--- config.mk ---
export PLATFORM = sky130hd
export DESIGN_NAME = pid_steering_control
export DESIGN_NICKNAME = d
export VERILOG_FILES = /design/src/rtl/core/pid_pkg.sv /design/src/rtl/core/pid_err.sv /design/src/rtl/core/pid_mul.sv /design/src/rtl/core/pid_out.sv /design/src/rtl/core/pid_steering_control.sv
export SDC_FILE = /design/constraint.sdc
export NUM_CORES = 2
export LEC_CHECK = 0
export ABC_CLOCK_PERIOD_IN_PS = 18400
export BUFFER_PORTS_ARGS = -buffer_cell sky130_fd_sc_hd__buf_4
export CORE_UTILIZATION = 60
export DETAILED_ROUTE_END_ITERATION = 10
export PLACE_DENSITY = 0.78
export SLEW_MARGIN = 30
export SYNTH_ARGS = -nofsm -noshare
export SYNTH_HDL_FRONTEND = slang
export SYNTH_HIERARCHICAL = 1
export SYNTH_SLANG_ARGS = --single-unit
--- constraint.sdc ---
create_clock -name clk -period 18.4 [get_ports clk]
set_input_delay 0.92 -clock clk [delete_from_list [all_inputs] [get_ports clk]]
set_output_delay 0.92 -clock clk [all_outputs]
set_load 0.02 [all_outputs]
--- src/rtl/core/pid_pkg.sv ---
package pid_pkg;

	localparam int GAIN_FRAC_BITS_DEF = 12;
	localparam int ERROR_BITS_DEF     = 8;

	localparam int GAIN_W   = 16;
	localparam int ILIM_W   = 12;
	localparam int DBAND_W  = 7;
	localparam int SLIM_W   = 7;
	localparam int CFG_W    = 16;
	localparam int CFG_IDX_W = 3;

	// integrator state, holds +/- 4095
	localparam int SUM_W    = 13;

	localparam int STEER_W  = 8;
	localparam int PTERM_W  = 24;
	localparam int ITERM_W  = 29;
	localparam int DTERM_W  = 25;
	localparam int OUT_BITS = STEER_W + PTERM_W + ITERM_W + DTERM_W;
	localparam int OUT_TDATA_W = ((OUT_BITS + 7) / 8) * 8;

	localparam logic [CFG_IDX_W-1:0] REG_GAIN_P    = 3'd0;
	localparam logic [CFG_IDX_W-1:0] REG_GAIN_I    = 3'd1;
	localparam logic [CFG_IDX_W-1:0] REG_GAIN_D    = 3'd2;
	localparam logic [CFG_IDX_W-1:0] REG_INT_LIMIT = 3'd3;
	localparam logic [CFG_IDX_W-1:0] REG_DEADZONE  = 3'd4;
	localparam logic [CFG_IDX_W-1:0] REG_STEER_LIM = 3'd5;

	localparam logic [GAIN_W-1:0]  GAIN_P_RST    = 16'd819;
	localparam logic [GAIN_W-1:0]  GAIN_I_RST    = 16'd41;
	localparam logic [GAIN_W-1:0]  GAIN_D_RST    = 16'd819;
	localparam logic [ILIM_W-1:0]  INT_LIMIT_RST = 12'd480;
	localparam logic [DBAND_W-1:0] DEADZONE_RST  = 7'd0;
	localparam logic [SLIM_W-1:0]  STEER_LIM_RST = 7'd8;

	typedef struct packed {
		logic [GAIN_W-1:0]  gain_p;
		logic [GAIN_W-1:0]  gain_i;
		logic [GAIN_W-1:0]  gain_d;
		logic [ILIM_W-1:0]  integral_limit;
		logic [DBAND_W-1:0] deadzone;
		logic [SLIM_W-1:0]  steer_max;
	} pid_cfg_t;

endpackage

--- src/rtl/core/pid_err.sv ---
module pid_err #(
	parameter int ERROR_BITS = pid_pkg::ERROR_BITS_DEF
) (
	input  logic                         clk,
	input  logic                         arst_n,
	input  pid_pkg::pid_cfg_t            cfg,
	input  logic                         accept,
	input  logic                         opcode,
	input  logic signed [ERROR_BITS-1:0] track_error,
	output logic signed [ERROR_BITS-1:0] e_s1,
	output logic signed [ERROR_BITS:0]   diff_s1,
	output logic signed [pid_pkg::SUM_W-1:0] sum_s1
);

	localparam int EB    = ERROR_BITS;
	localparam int SW    = pid_pkg::SUM_W;
	localparam int ACC_W = ((EB > SW) ? EB : SW) + 1;
	localparam logic signed [EB:0] EMAX = (EB+1)'((1 << (EB - 1)) - 1);

	logic signed [SW-1:0]    sum_q;
	logic signed [EB-1:0]    prev_q;
	logic signed [EB:0]      neg;
	logic signed [EB-1:0]    e_sat;
	logic [EB-1:0]           mag;
	logic signed [EB-1:0]    e;
	logic signed [ACC_W-1:0] acc;
	logic signed [ACC_W-1:0] lim;
	logic signed [ACC_W-1:0] acc_clamped;
	logic signed [SW-1:0]    sum_next;
	logic signed [EB:0]      diff;

	always_comb begin
		neg   = -((EB+1)'(track_error));
		e_sat = (neg > EMAX) ? EB'(EMAX) : EB'(neg);
		mag   = e_sat[EB-1] ? EB'(-e_sat) : EB'(e_sat);
		// zero small errors inside the dead band
		e     = (32'(mag) <= 32'(cfg.deadzone)) ? '0 : e_sat;
		acc   = ACC_W'(sum_q) + ACC_W'(e);
		lim   = ACC_W'($signed({1'b0, cfg.integral_limit}));
		if (acc > lim) begin
			acc_clamped = lim;
		end else if (acc < -lim) begin
			acc_clamped = -lim;
		end else begin
			acc_clamped = acc;
		end
		diff = (EB+1)'(e) - (EB+1)'(prev_q);
		if (opcode) begin
			e        = '0;
			sum_next = '0;
			diff     = '0;
		end else begin
			sum_next = SW'(acc_clamped);
		end
	end

	always_ff @(posedge clk or negedge arst_n) begin
		if (!arst_n) begin
			sum_q  <= '0;
			prev_q <= '0;
		end else if (accept) begin
			sum_q  <= sum_next;
			prev_q <= e;
		end
	end

	always_ff @(posedge clk) begin
		if (accept) begin
			e_s1    <= e;
			diff_s1 <= diff;
			sum_s1  <= sum_next;
		end
	end

endmodule

--- src/rtl/core/pid_mul.sv ---
module pid_mul #(
	parameter int ERROR_BITS = pid_pkg::ERROR_BITS_DEF
) (
	input  logic                             clk,
	input  pid_pkg::pid_cfg_t                cfg,
	input  logic                             load,
	input  logic signed [ERROR_BITS-1:0]     e_s1,
	input  logic signed [ERROR_BITS:0]       diff_s1,
	input  logic signed [pid_pkg::SUM_W-1:0] sum_s1,
	output logic signed [pid_pkg::GAIN_W+ERROR_BITS:0]     p_s2,
	output logic signed [pid_pkg::GAIN_W+pid_pkg::SUM_W:0] i_s2,
	output logic signed [pid_pkg::GAIN_W+ERROR_BITS+1:0]   d_s2
);

	localparam int P_W = pid_pkg::GAIN_W + ERROR_BITS + 1;
	localparam int I_W = pid_pkg::GAIN_W + pid_pkg::SUM_W + 1;
	localparam int D_W = pid_pkg::GAIN_W + ERROR_BITS + 2;

	logic signed [P_W-1:0] p;
	logic signed [I_W-1:0] i;
	logic signed [D_W-1:0] d;

	always_comb begin
		p = P_W'($signed({1'b0, cfg.gain_p})) * P_W'(e_s1);
		i = I_W'($signed({1'b0, cfg.gain_i})) * I_W'(sum_s1);
		d = D_W'($signed({1'b0, cfg.gain_d})) * D_W'(diff_s1);
	end

	always_ff @(posedge clk) begin
		if (load) begin
			p_s2 <= p;
			i_s2 <= i;
			d_s2 <= d;
		end
	end

endmodule

--- src/rtl/core/pid_out.sv ---
module pid_out #(
	parameter int GAIN_FRAC_BITS = pid_pkg::GAIN_FRAC_BITS_DEF,
	parameter int ERROR_BITS     = pid_pkg::ERROR_BITS_DEF
) (
	input  logic                             clk,
	input  pid_pkg::pid_cfg_t                cfg,
	input  logic                             load,
	input  logic signed [pid_pkg::GAIN_W+ERROR_BITS:0]     p_s2,
	input  logic signed [pid_pkg::GAIN_W+pid_pkg::SUM_W:0] i_s2,
	input  logic signed [pid_pkg::GAIN_W+ERROR_BITS+1:0]   d_s2,
	output logic signed [pid_pkg::STEER_W-1:0] steer_q,
	output logic signed [pid_pkg::PTERM_W-1:0] p_term_q,
	output logic signed [pid_pkg::ITERM_W-1:0] i_term_q,
	output logic signed [pid_pkg::DTERM_W-1:0] d_term_q
);

	localparam int P_W  = pid_pkg::GAIN_W + ERROR_BITS + 1;
	localparam int I_W  = pid_pkg::GAIN_W + pid_pkg::SUM_W + 1;
	localparam int D_W  = pid_pkg::GAIN_W + ERROR_BITS + 2;
	localparam int M_W  = (P_W > I_W) ? ((P_W > D_W) ? P_W : D_W) : ((I_W > D_W) ? I_W : D_W);
	localparam int S_W  = M_W + 2;
	localparam int ST_W = pid_pkg::STEER_W;
	localparam int PT_W = pid_pkg::PTERM_W;
	localparam int IT_W = pid_pkg::ITERM_W;
	localparam int DT_W = pid_pkg::DTERM_W;
	localparam logic signed [S_W-1:0] HALF = S_W'(1) <<< (GAIN_FRAC_BITS - 1);

	logic signed [S_W-1:0] total;
	logic signed [S_W-1:0] rounded;
	logic signed [S_W-1:0] lim;
	logic signed [S_W-1:0] clamped;

	always_comb begin
		total   = S_W'(p_s2) + S_W'(i_s2) + S_W'(d_s2);
		// floor after adding one half
		rounded = (total + HALF) >>> GAIN_FRAC_BITS;
		lim     = S_W'($signed({1'b0, cfg.steer_max}));
		if (rounded > lim) begin
			clamped = lim;
		end else if (rounded < -lim) begin
			clamped = -lim;
		end else begin
			clamped = rounded;
		end
	end

	always_ff @(posedge clk) begin
		if (load) begin
			steer_q  <= ST_W'(clamped);
			p_term_q <= PT_W'(p_s2);
			i_term_q <= IT_W'(i_s2);
			d_term_q <= DT_W'(d_s2);
		end
	end

endmodule

--- src/rtl/core/pid_steering_control.sv ---
// channel  | dir | signals                      | contents
// ---------+-----+------------------------------+------------------------------------------
// s_*      | in  | tvalid tready tdata tuser    | tdata: track_error; tuser: opcode
// m_*      | out | tvalid tready tdata          | tdata: steer, p_term, i_term, d_term
// cfg_*    | in  | wen idx wdata                | register writes, no read-back
//
// One request per cycle is accepted while s_tready is high; its result moves
// through the stage 1, stage 2 and output registers.
// Stage 1 updates the error sum and history, stage 2 runs the three gain multipliers,
// stage 3 adds, rounds and clamps into the output register.
// arst_n clears the valid bits, the integrator and the error history
// and presets the config registers. Each stage advances when the stage after it
// is empty or moving, so m_tready low only stalls once the pipeline is full.
module pid_steering_control #(
	parameter int GAIN_FRAC_BITS = pid_pkg::GAIN_FRAC_BITS_DEF,
	parameter int ERROR_BITS     = pid_pkg::ERROR_BITS_DEF
) (
	input  logic clk,
	input  logic arst_n,

	input  logic                                  s_tvalid,
	output logic                                  s_tready,
	// [ERROR_BITS-1:0] track_error, zero pad above
	input  logic [((ERROR_BITS + 7) / 8) * 8-1:0] s_tdata,
	// [0] opcode
	input  logic                                  s_tuser,

	output logic                                  m_tvalid,
	input  logic                                  m_tready,
	// [7:0] steer, [31:8] p_term, [60:32] i_term, [85:61] d_term, zero pad above
	output logic [pid_pkg::OUT_TDATA_W-1:0]       m_tdata,

	input  logic                                  cfg_wen,
	input  logic [pid_pkg::CFG_IDX_W-1:0]         cfg_idx,
	input  logic [pid_pkg::CFG_W-1:0]             cfg_wdata
);

	localparam int EB   = ERROR_BITS;
	localparam int PAD_W = pid_pkg::OUT_TDATA_W - pid_pkg::OUT_BITS;

	pid_pkg::pid_cfg_t cfg_q;

	logic v1_q;
	logic v2_q;
	logic ov_q;
	logic rdy1;
	logic rdy2;
	logic rdy3;
	logic accept;

	logic signed [EB-1:0]                 e_s1;
	logic signed [EB:0]                   diff_s1;
	logic signed [pid_pkg::SUM_W-1:0]     sum_s1;
	logic signed [pid_pkg::GAIN_W+EB:0]   p_s2;
	logic signed [pid_pkg::GAIN_W+pid_pkg::SUM_W:0] i_s2;
	logic signed [pid_pkg::GAIN_W+EB+1:0] d_s2;
	logic signed [pid_pkg::STEER_W-1:0]   steer_q;
	logic signed [pid_pkg::PTERM_W-1:0]   p_term_q;
	logic signed [pid_pkg::ITERM_W-1:0]   i_term_q;
	logic signed [pid_pkg::DTERM_W-1:0]   d_term_q;

	always_ff @(posedge clk or negedge arst_n) begin
		if (!arst_n) begin
			cfg_q.gain_p         <= pid_pkg::GAIN_P_RST;
			cfg_q.gain_i         <= pid_pkg::GAIN_I_RST;
			cfg_q.gain_d         <= pid_pkg::GAIN_D_RST;
			cfg_q.integral_limit <= pid_pkg::INT_LIMIT_RST;
			cfg_q.deadzone       <= pid_pkg::DEADZONE_RST;
			cfg_q.steer_max      <= pid_pkg::STEER_LIM_RST;
		end else if (cfg_wen) begin
			case (cfg_idx)
				pid_pkg::REG_GAIN_P:    cfg_q.gain_p <= cfg_wdata[pid_pkg::GAIN_W-1:0];
				pid_pkg::REG_GAIN_I:    cfg_q.gain_i <= cfg_wdata[pid_pkg::GAIN_W-1:0];
				pid_pkg::REG_GAIN_D:    cfg_q.gain_d <= cfg_wdata[pid_pkg::GAIN_W-1:0];
				pid_pkg::REG_INT_LIMIT: cfg_q.integral_limit <= cfg_wdata[pid_pkg::ILIM_W-1:0];
				pid_pkg::REG_DEADZONE:  cfg_q.deadzone <= cfg_wdata[pid_pkg::DBAND_W-1:0];
				pid_pkg::REG_STEER_LIM: cfg_q.steer_max <= cfg_wdata[pid_pkg::SLIM_W-1:0];
				default: begin
				end
			endcase
		end
	end

	// advance a stage when the one after it is empty or moving
	assign rdy3     = !ov_q || m_tready;
	assign rdy2     = !v2_q || rdy3;
	assign rdy1     = !v1_q || rdy2;
	assign s_tready = rdy1;
	assign accept   = s_tvalid && rdy1;

	always_ff @(posedge clk or negedge arst_n) begin
		if (!arst_n) begin
			v1_q <= 1'b0;
			v2_q <= 1'b0;
			ov_q <= 1'b0;
		end else begin
			if (rdy1) begin
				v1_q <= s_tvalid;
			end
			if (rdy2) begin
				v2_q <= v1_q;
			end
			if (rdy3) begin
				ov_q <= v2_q;
			end
		end
	end

	pid_err #(
		.ERROR_BITS(ERROR_BITS)
	) u_err (
		.clk        (clk),
		.arst_n     (arst_n),
		.cfg        (cfg_q),
		.accept     (accept),
		.opcode     (s_tuser),
		.track_error($signed(s_tdata[EB-1:0])),
		.e_s1       (e_s1),
		.diff_s1    (diff_s1),
		.sum_s1     (sum_s1)
	);

	pid_mul #(
		.ERROR_BITS(ERROR_BITS)
	) u_mul (
		.clk    (clk),
		.cfg    (cfg_q),
		.load   (v1_q && rdy2),
		.e_s1   (e_s1),
		.diff_s1(diff_s1),
		.sum_s1 (sum_s1),
		.p_s2   (p_s2),
		.i_s2   (i_s2),
		.d_s2   (d_s2)
	);

	pid_out #(
		.GAIN_FRAC_BITS(GAIN_FRAC_BITS),
		.ERROR_BITS    (ERROR_BITS)
	) u_out (
		.clk     (clk),
		.cfg     (cfg_q),
		.load    (v2_q && rdy3),
		.p_s2    (p_s2),
		.i_s2    (i_s2),
		.d_s2    (d_s2),
		.steer_q (steer_q),
		.p_term_q(p_term_q),
		.i_term_q(i_term_q),
		.d_term_q(d_term_q)
	);

	assign m_tvalid = ov_q;
	assign m_tdata  = {{PAD_W{1'b0}}, d_term_q, i_term_q, p_term_q, steer_q};

endmodule

# Word-level counts from Yosys, hierarchy flattened
# Cells that the tools add are included.
# op_classes
add_sub_neg	9
multipliers	3
magnitude_cmp	6
n_eq_ne	5
mux	9
reduce_logical	16
# ops
cell	count
$mux 8	5
$mux 13	3
$add 31x26->32	1
$add 32x13->32 const B	1
$lt 20x32->1	1
$neg 7->32	1
$add 25x30->31	1
$mul 17x13->30	1
$mul 17x9->26	1
$mul 17x8->25	1
$gt 20x8->1	1
$add 13x8->14	1
$gt 14x13->1	1
$lt 14x14->1	1
$neg 12->14	1
$reduce_and 2->1	6
$gt 9x8->1 const B	1
$neg 8->9	1
$sub 8x8->9	1
$le 8x7->1	1
$neg 8->8	1
$mux 7	1
$eq 3x2->1 const B	2
$eq 3x3->1 const B	2
5 further kinds	11
# word_totals
regBits	295
input_bits	33
output_inout_bits	90
elab_cells	70

# Logic depth before layout (Yosys ltp)
# logic_depth
word_depth	12
ltp_mapped	42
depth_no_buf	39

# Hierarchy
# Netlist, hierarchy kept.
# by_module_without_submodules
module	n_inst	cells_each	area_per_inst_um2	seq_area_each_um2
pid_mul	1	1910	18402.6	2432.3
pid_out	1	594	6602.6	2582.5
pid_err	1	515	4748.3	1426.4
pid_steering_control	1	176	3083.0	1951.9

# Worst setup path before layout
# No wires, ideal clock.
# synth_timing
kind	input-to-reg
startpoint	in s_tdata[0]
endpoint	reg u_err/sum_s1[7] (netlist name) (data pin)
setup_time_ns	0.255
arrival_time_ns	8.462
required_time_ns	18.145
setup_slack_ns	9.683
stages	37
n_path_buf	3
path_cell_list	inv_1 > ha_1 > nor4b_1 > nand3_1 > o22a_1 > o31ai_1 > clkbuf_1 > nor2_1 > ha_1 > nor2_1 > a21oi_1 > ha_1 > nor2b_1 > o21a_1 > o21a_1 > o21a_1 > o21a_1 > o21a_1 > o22ai_1 > o31a_1 > clkbuf_1 > nor2_1 > ha_1 > a211oi_1 > o21bai_1 > a211oi_1 > nand2b_1 > a211oi_1 > nor2_1 > ha_1 > a211o_1 > o31ai_1 > o2111ai_1 > nand2_2 > clkbuf_1 > o221ai_1 > and2_1
# synth_via
elab_chain_cells	12
word_cells_on_any_way	13
classes_between	add/sub (3); order compare (4); mux (6)
# synth_lines
item	line_no	source
start: declaration	pid_steering_control.sv:24	input logic [((ERROR_BITS + 7) / 8) * 8-1:0] s_tdata,
$neg 8->9 *	pid_err.sv:33	neg = -((EB+1)'(track_error));
$gt 9x8->1	pid_err.sv:34	e_sat = (neg > EMAX) ? EB'(EMAX) : EB'(neg);
$mux 8 *	pid_err.sv:34	
$neg 8->8	pid_err.sv:35	mag = e_sat[EB-1] ? EB'(-e_sat) : EB'(e_sat);
$mux 8	pid_err.sv:35	
$le 8x7->1	pid_err.sv:37	e = (32'(mag) <= 32'(cfg.deadzone)) ? '0 : e_sat;
$mux 8 *	pid_err.sv:37	
$add 13x8->14 *	pid_err.sv:38	acc = ACC_W'(sum_q) + ACC_W'(e);
$lt 14x14->1	pid_err.sv:42	end else if (acc < -lim) begin
$mux 13	pid_err.sv:42	
$mux 13 *	pid_err.sv:40	if (acc > lim) begin
$mux 13 *	pid_err.sv:48	if (opcode) begin
named net u_err.sum_next[7]	pid_err.sv:29	logic signed [SW-1:0] sum_next;
end signal: assignment	pid_err.sv:71	sum_s1 <= sum_next;
end: declaration	pid_err.sv:12	output logic signed [pid_pkg::SUM_W-1:0] sum_s1
# Mark *: on every way through the listed nets, which the timed path passes. The rest lies on a longest branch.
# A chain may end at the register's enable or synchronous reset.

# Worst setup path after layout
# layout_timing
startpoint	in s_tdata[0]
endpoint	reg u_err.sum_q[2]
# layout_via
elab_chain_cells	12
word_cells_on_any_way	13
classes_between	add/sub (3); order compare (4); mux (6)
# layout_lines
item	line_no	source
$neg 8->9 *	pid_err.sv:33	
$gt 9x8->1	pid_err.sv:34	
$mux 8 *	pid_err.sv:34	
$neg 8->8	pid_err.sv:35	
$mux 8	pid_err.sv:35	
$le 8x7->1	pid_err.sv:37	
$mux 8 *	pid_err.sv:37	
$add 13x8->14 *	pid_err.sv:38	
$lt 14x14->1	pid_err.sv:42	
$mux 13	pid_err.sv:42	
$mux 13 *	pid_err.sv:40	
$mux 13 *	pid_err.sv:48	
end signal: assignment	pid_err.sv:62	sum_q <= sum_next;
end: declaration	pid_err.sv:20	logic signed [SW-1:0] sum_q;
# Every way passes the cells marked *; elsewhere a longest branch is shown, timed or not.

==> flow_metrics.env <==
export IMPL_status="completed"
export IMPL_fmaxAchievable_mhz=102
export IMPL_min_from="u_mul/d_s2[4]"
export IMPL_clock_skew_ns=0.0206
export IMPL_synth_seq_cells=295
export IMPL_drc=0
export IMPL_regArea_um2=8390
export IMPL_setup_worst_path_start_class="input pin"
export IMPL_place_gp_congestion=0.944
export IMPL_crit_reg2reg_launch="cfg_q[8]"
export IMPL_numCtsBuffers=36
export IMPL_synth_seq_area_share=0.256
export IMPL_tns_ns=0
export IMPL_dpl_hpwl_um=65200
export IMPL_setup_viol=0
export IMPL_antenna_left=0
export IMPL_antenna_found_initial=3
export IMPL_nNetsFinal=4054
export IMPL_r2r_cells=27
export IMPL_pin_count=123
export IMPL_area_growth_pct=8.16
export IMPL_first_global_vias=25000
export IMPL_crit_start="s_tdata[0]"
export IMPL_syn_avg_cell_area_um2=10.3
export IMPL_r2r_end="u_err/sum_q[2]"
export IMPL_die_y_um=236
export IMPL_dr_pass1_iters=8
export IMPL_root_buffer="clkbuf_16"
export IMPL_cap_violations=0
export IMPL_die_width_um=236
export IMPL_worst_path_max_delay_cell="and2_1"
export IMPL_multi_input_area_um2=22000
export IMPL_port_buffers=120
export IMPL_cts_tree="built"
export IMPL_num_vias=23400
export IMPL_drtIter0Drc=1727
export IMPL_r2r_setup_slack_ns=11.16
export IMPL_grt_max_degree=73
export IMPL_rows=85
export IMPL_yosys_cell_types_count=109
export IMPL_clk_latency_ns=0.56
export IMPL_worst_ep_arrival_time_ns=10.27
export IMPL_layout_common_cells="inv_1 (535), ha_1 (377), fa_1 (369)"
export IMPL_avgViaCountPerCell=5.85
export IMPL_nFillCells=4192
export IMPL_tightest_slew_ns=0.971
export IMPL_htreeDepth=2
export IMPL_drive_above_1_share=0.108
export IMPL_core_area_um2=53900
export IMPL_endpoint_kind="flip-flop"
export IMPL_critPathMaxFanout=17
export IMPL_whs_path_depth=0
export IMPL_ctsHoldBuffers=0
export IMPL_hold_end="u_out/d_term_q[4]"
export IMPL_hold_viol_final=0
export IMPL_fin_crit_ns=9.81
export IMPL_yosysWarnings=6
export IMPL_syn_area_um2=32800
export IMPL_clock_sinks=295
export IMPL_maxSlewViolCount=0
export IMPL_track_usage=0.307
export IMPL_grt_overflow=0
export IMPL_cts_setup_buffers=0
export IMPL_max_slew_margin=0.352
export IMPL_clk_pin_slew_ns=0.06
export IMPL_mostFrequentLayoutCell="inv_1"
export IMPL_hold_path_class="reg -> reg"
export IMPL_crit_type="in -> reg"
export IMPL_max_stage_delay_ns=0.63
export IMPL_cp_required_ns=18.85
export IMPL_wire_per_inst_um=20.7
export IMPL_synth_edf_count=197
export IMPL_syn_inst=3195
export IMPL_cts_buffer_depth=3
export IMPL_timing_final_crit_share=0.533
export IMPL_rsz0062_at_grt="no"
export IMPL_grt_pass1_wl_um=134000
export IMPL_cts_resized=0
export IMPL_synth_main_ff_cell="edfxtp_1"
export IMPL_async_flop_share=0.332
export IMPL_wl_um=82800
export IMPL_initial_core_util=0.609
export IMPL_dieArea_um2=55700
[sequential cells by signal (all words and copies together), names as in the netlist, 9 cells and up]
signal / cells
u_err/diff_s1: 9
u_out/d_term_q: 25
u_mul/d_s2: 26
u_err/sum_s1: 13
u_out/i_term_q: 29
u_out/p_term_q: 24
u_err/sum_q: 13
u_mul/i_s2: 30
u_mul/p_s2: 25
cfg_q: 74
[metrics by stage]
step,std cells,setup WS [ns],hold WS (ns),cell area [um2],util
2_1_floorplan,3196,9.68,0.426,32800,-
3_3_place_gp,3932,8.18,0.431,34300,0.636
3_5_place_dp,3932,8.22,0.433,34300,0.636
4_1_cts,3997,8.76,0.446,35500,0.658
5_1_grt,3998,7.81,0.449,35500,0.659
6_report,3999,8.59,0.447,35500,0.659
[area by class of cell]
type / instances / area share
multi-input cells: 2276 / 0.620
flip-flops and latches: 295 / 0.236
clock buffers: 38 / 0.0259
clock inverters: 27 / 0.00817
inverters: 536 / 0.0566
repair buffers: 130 / 0.0280
well taps: 696 / 0.0245
diodes: 1 / 0.0000705
[Yosys cell counts, drive strengths merged (6+ instances only)]
| library cell | number | area share |
|---|---|---|
| inv | 535 | 0.061 |
| ha | 377 | 0.14 |
| fa | 369 | 0.22 |
| nand2 | 286 | 0.033 |
| and2 | 243 | 0.046 |
| edfxtp | 197 | 0.18 |
| a21oi | 129 | 0.021 |
| nor2 | 102 | 0.012 |
| mux2 | 84 | 0.031 |
| dfrtp | 78 | 0.059 |
| o21ai | 77 | 0.012 |
| xnor2 | 73 | 0.020 |
| clkbuf | 68 | 0.0078 |
| nand2b | 53 | 0.010 |
| a21o | 47 | 0.011 |
| nor2b | 45 | 0.0086 |
| xor2 | 38 | 0.010 |
| nor3 | 34 | 0.0055 |
| nand4 | 28 | 0.0053 |
| a211oi | 27 | 0.0069 |
| nand3 | 25 | 0.0042 |
| and3 | 23 | 0.0046 |
| buf | 20 | 0.0048 |
| dfstp | 20 | 0.016 |
| a31oi | 16 | 0.0037 |
| o21a | 16 | 0.0037 |
| o211ai | 13 | 0.0033 |
| o31ai | 13 | 0.0031 |
| mux2i | 12 | 0.0037 |
| o21bai | 10 | 0.0023 |
| or3 | 9 | 0.0018 |
| a2111oi | 8 | 0.0044 |
| a211o | 7 | 0.0019 |
| a311oi | 7 | 0.0022 |
| o22ai | 7 | 0.0013 |
| o32ai | 7 | 0.0021 |
| a221oi | 6 | 0.0016 |
| or2 | 6 | 0.0011 |
[worst max-delay path, delay by kind of cell]
| family | cells | cell delay (ns) |
|---|---|---|
| and+or+nand+nor | 11 | 2.71 |
| AOI/OAI and AO/OA | 17 | 4.46 |
| adders and majority gates | 5 | 1.52 |
| buffers and inverters | 3 | 0.34 |
| muxes | 1 | 0.29 |
[kinds of logic (layout without fill, tap and decap cells)]
group | count (synthesis) | in the layout | synth area share
multiplexers | 96 | 96 | 0.0349
flip-flops | 295 | 295 | 0.256
other | 1 | 3 | 0.000114
XOR/XNOR | 111 | 111 | 0.0304
AND/OR/NAND/NOR | 885 | 885 | 0.142
adder cells (fa/ha/maj) | 746 | 746 | 0.369
buffers and inverters | 625 | 731 | 0.0741
AO/OA/AOI/OAI | 436 | 436 | 0.0946
[metal layers]
layer / global-route usage / up-vias / wire (um)
met5: 0 / - / 16
met4: 0.133 / 2 / 3630
met3: 0.0476 / 176 / 4930
met2: 0.521 / 842 / 40400
met1: 0.390 / 11600 / 33900
li1: - / 10800 / -
[worst max path at each step]
stage	endpoint	slack (ns)
2_1_floorplan	u_err/sum_s1[7]	9.68
3_3_place_gp	u_err/sum_q[2]	8.18
3_5_place_dp	u_err/sum_q[4]	8.22
4_1_cts	u_err/sum_q[4]	8.76
5_1_grt	u_err/sum_s1[2]	7.81
6_report	u_err/sum_q[2]	8.59
Power is left out: the tool's default activity adds up to more than one toggle a clock period on the data nets, which glitch-free logic cannot reach.
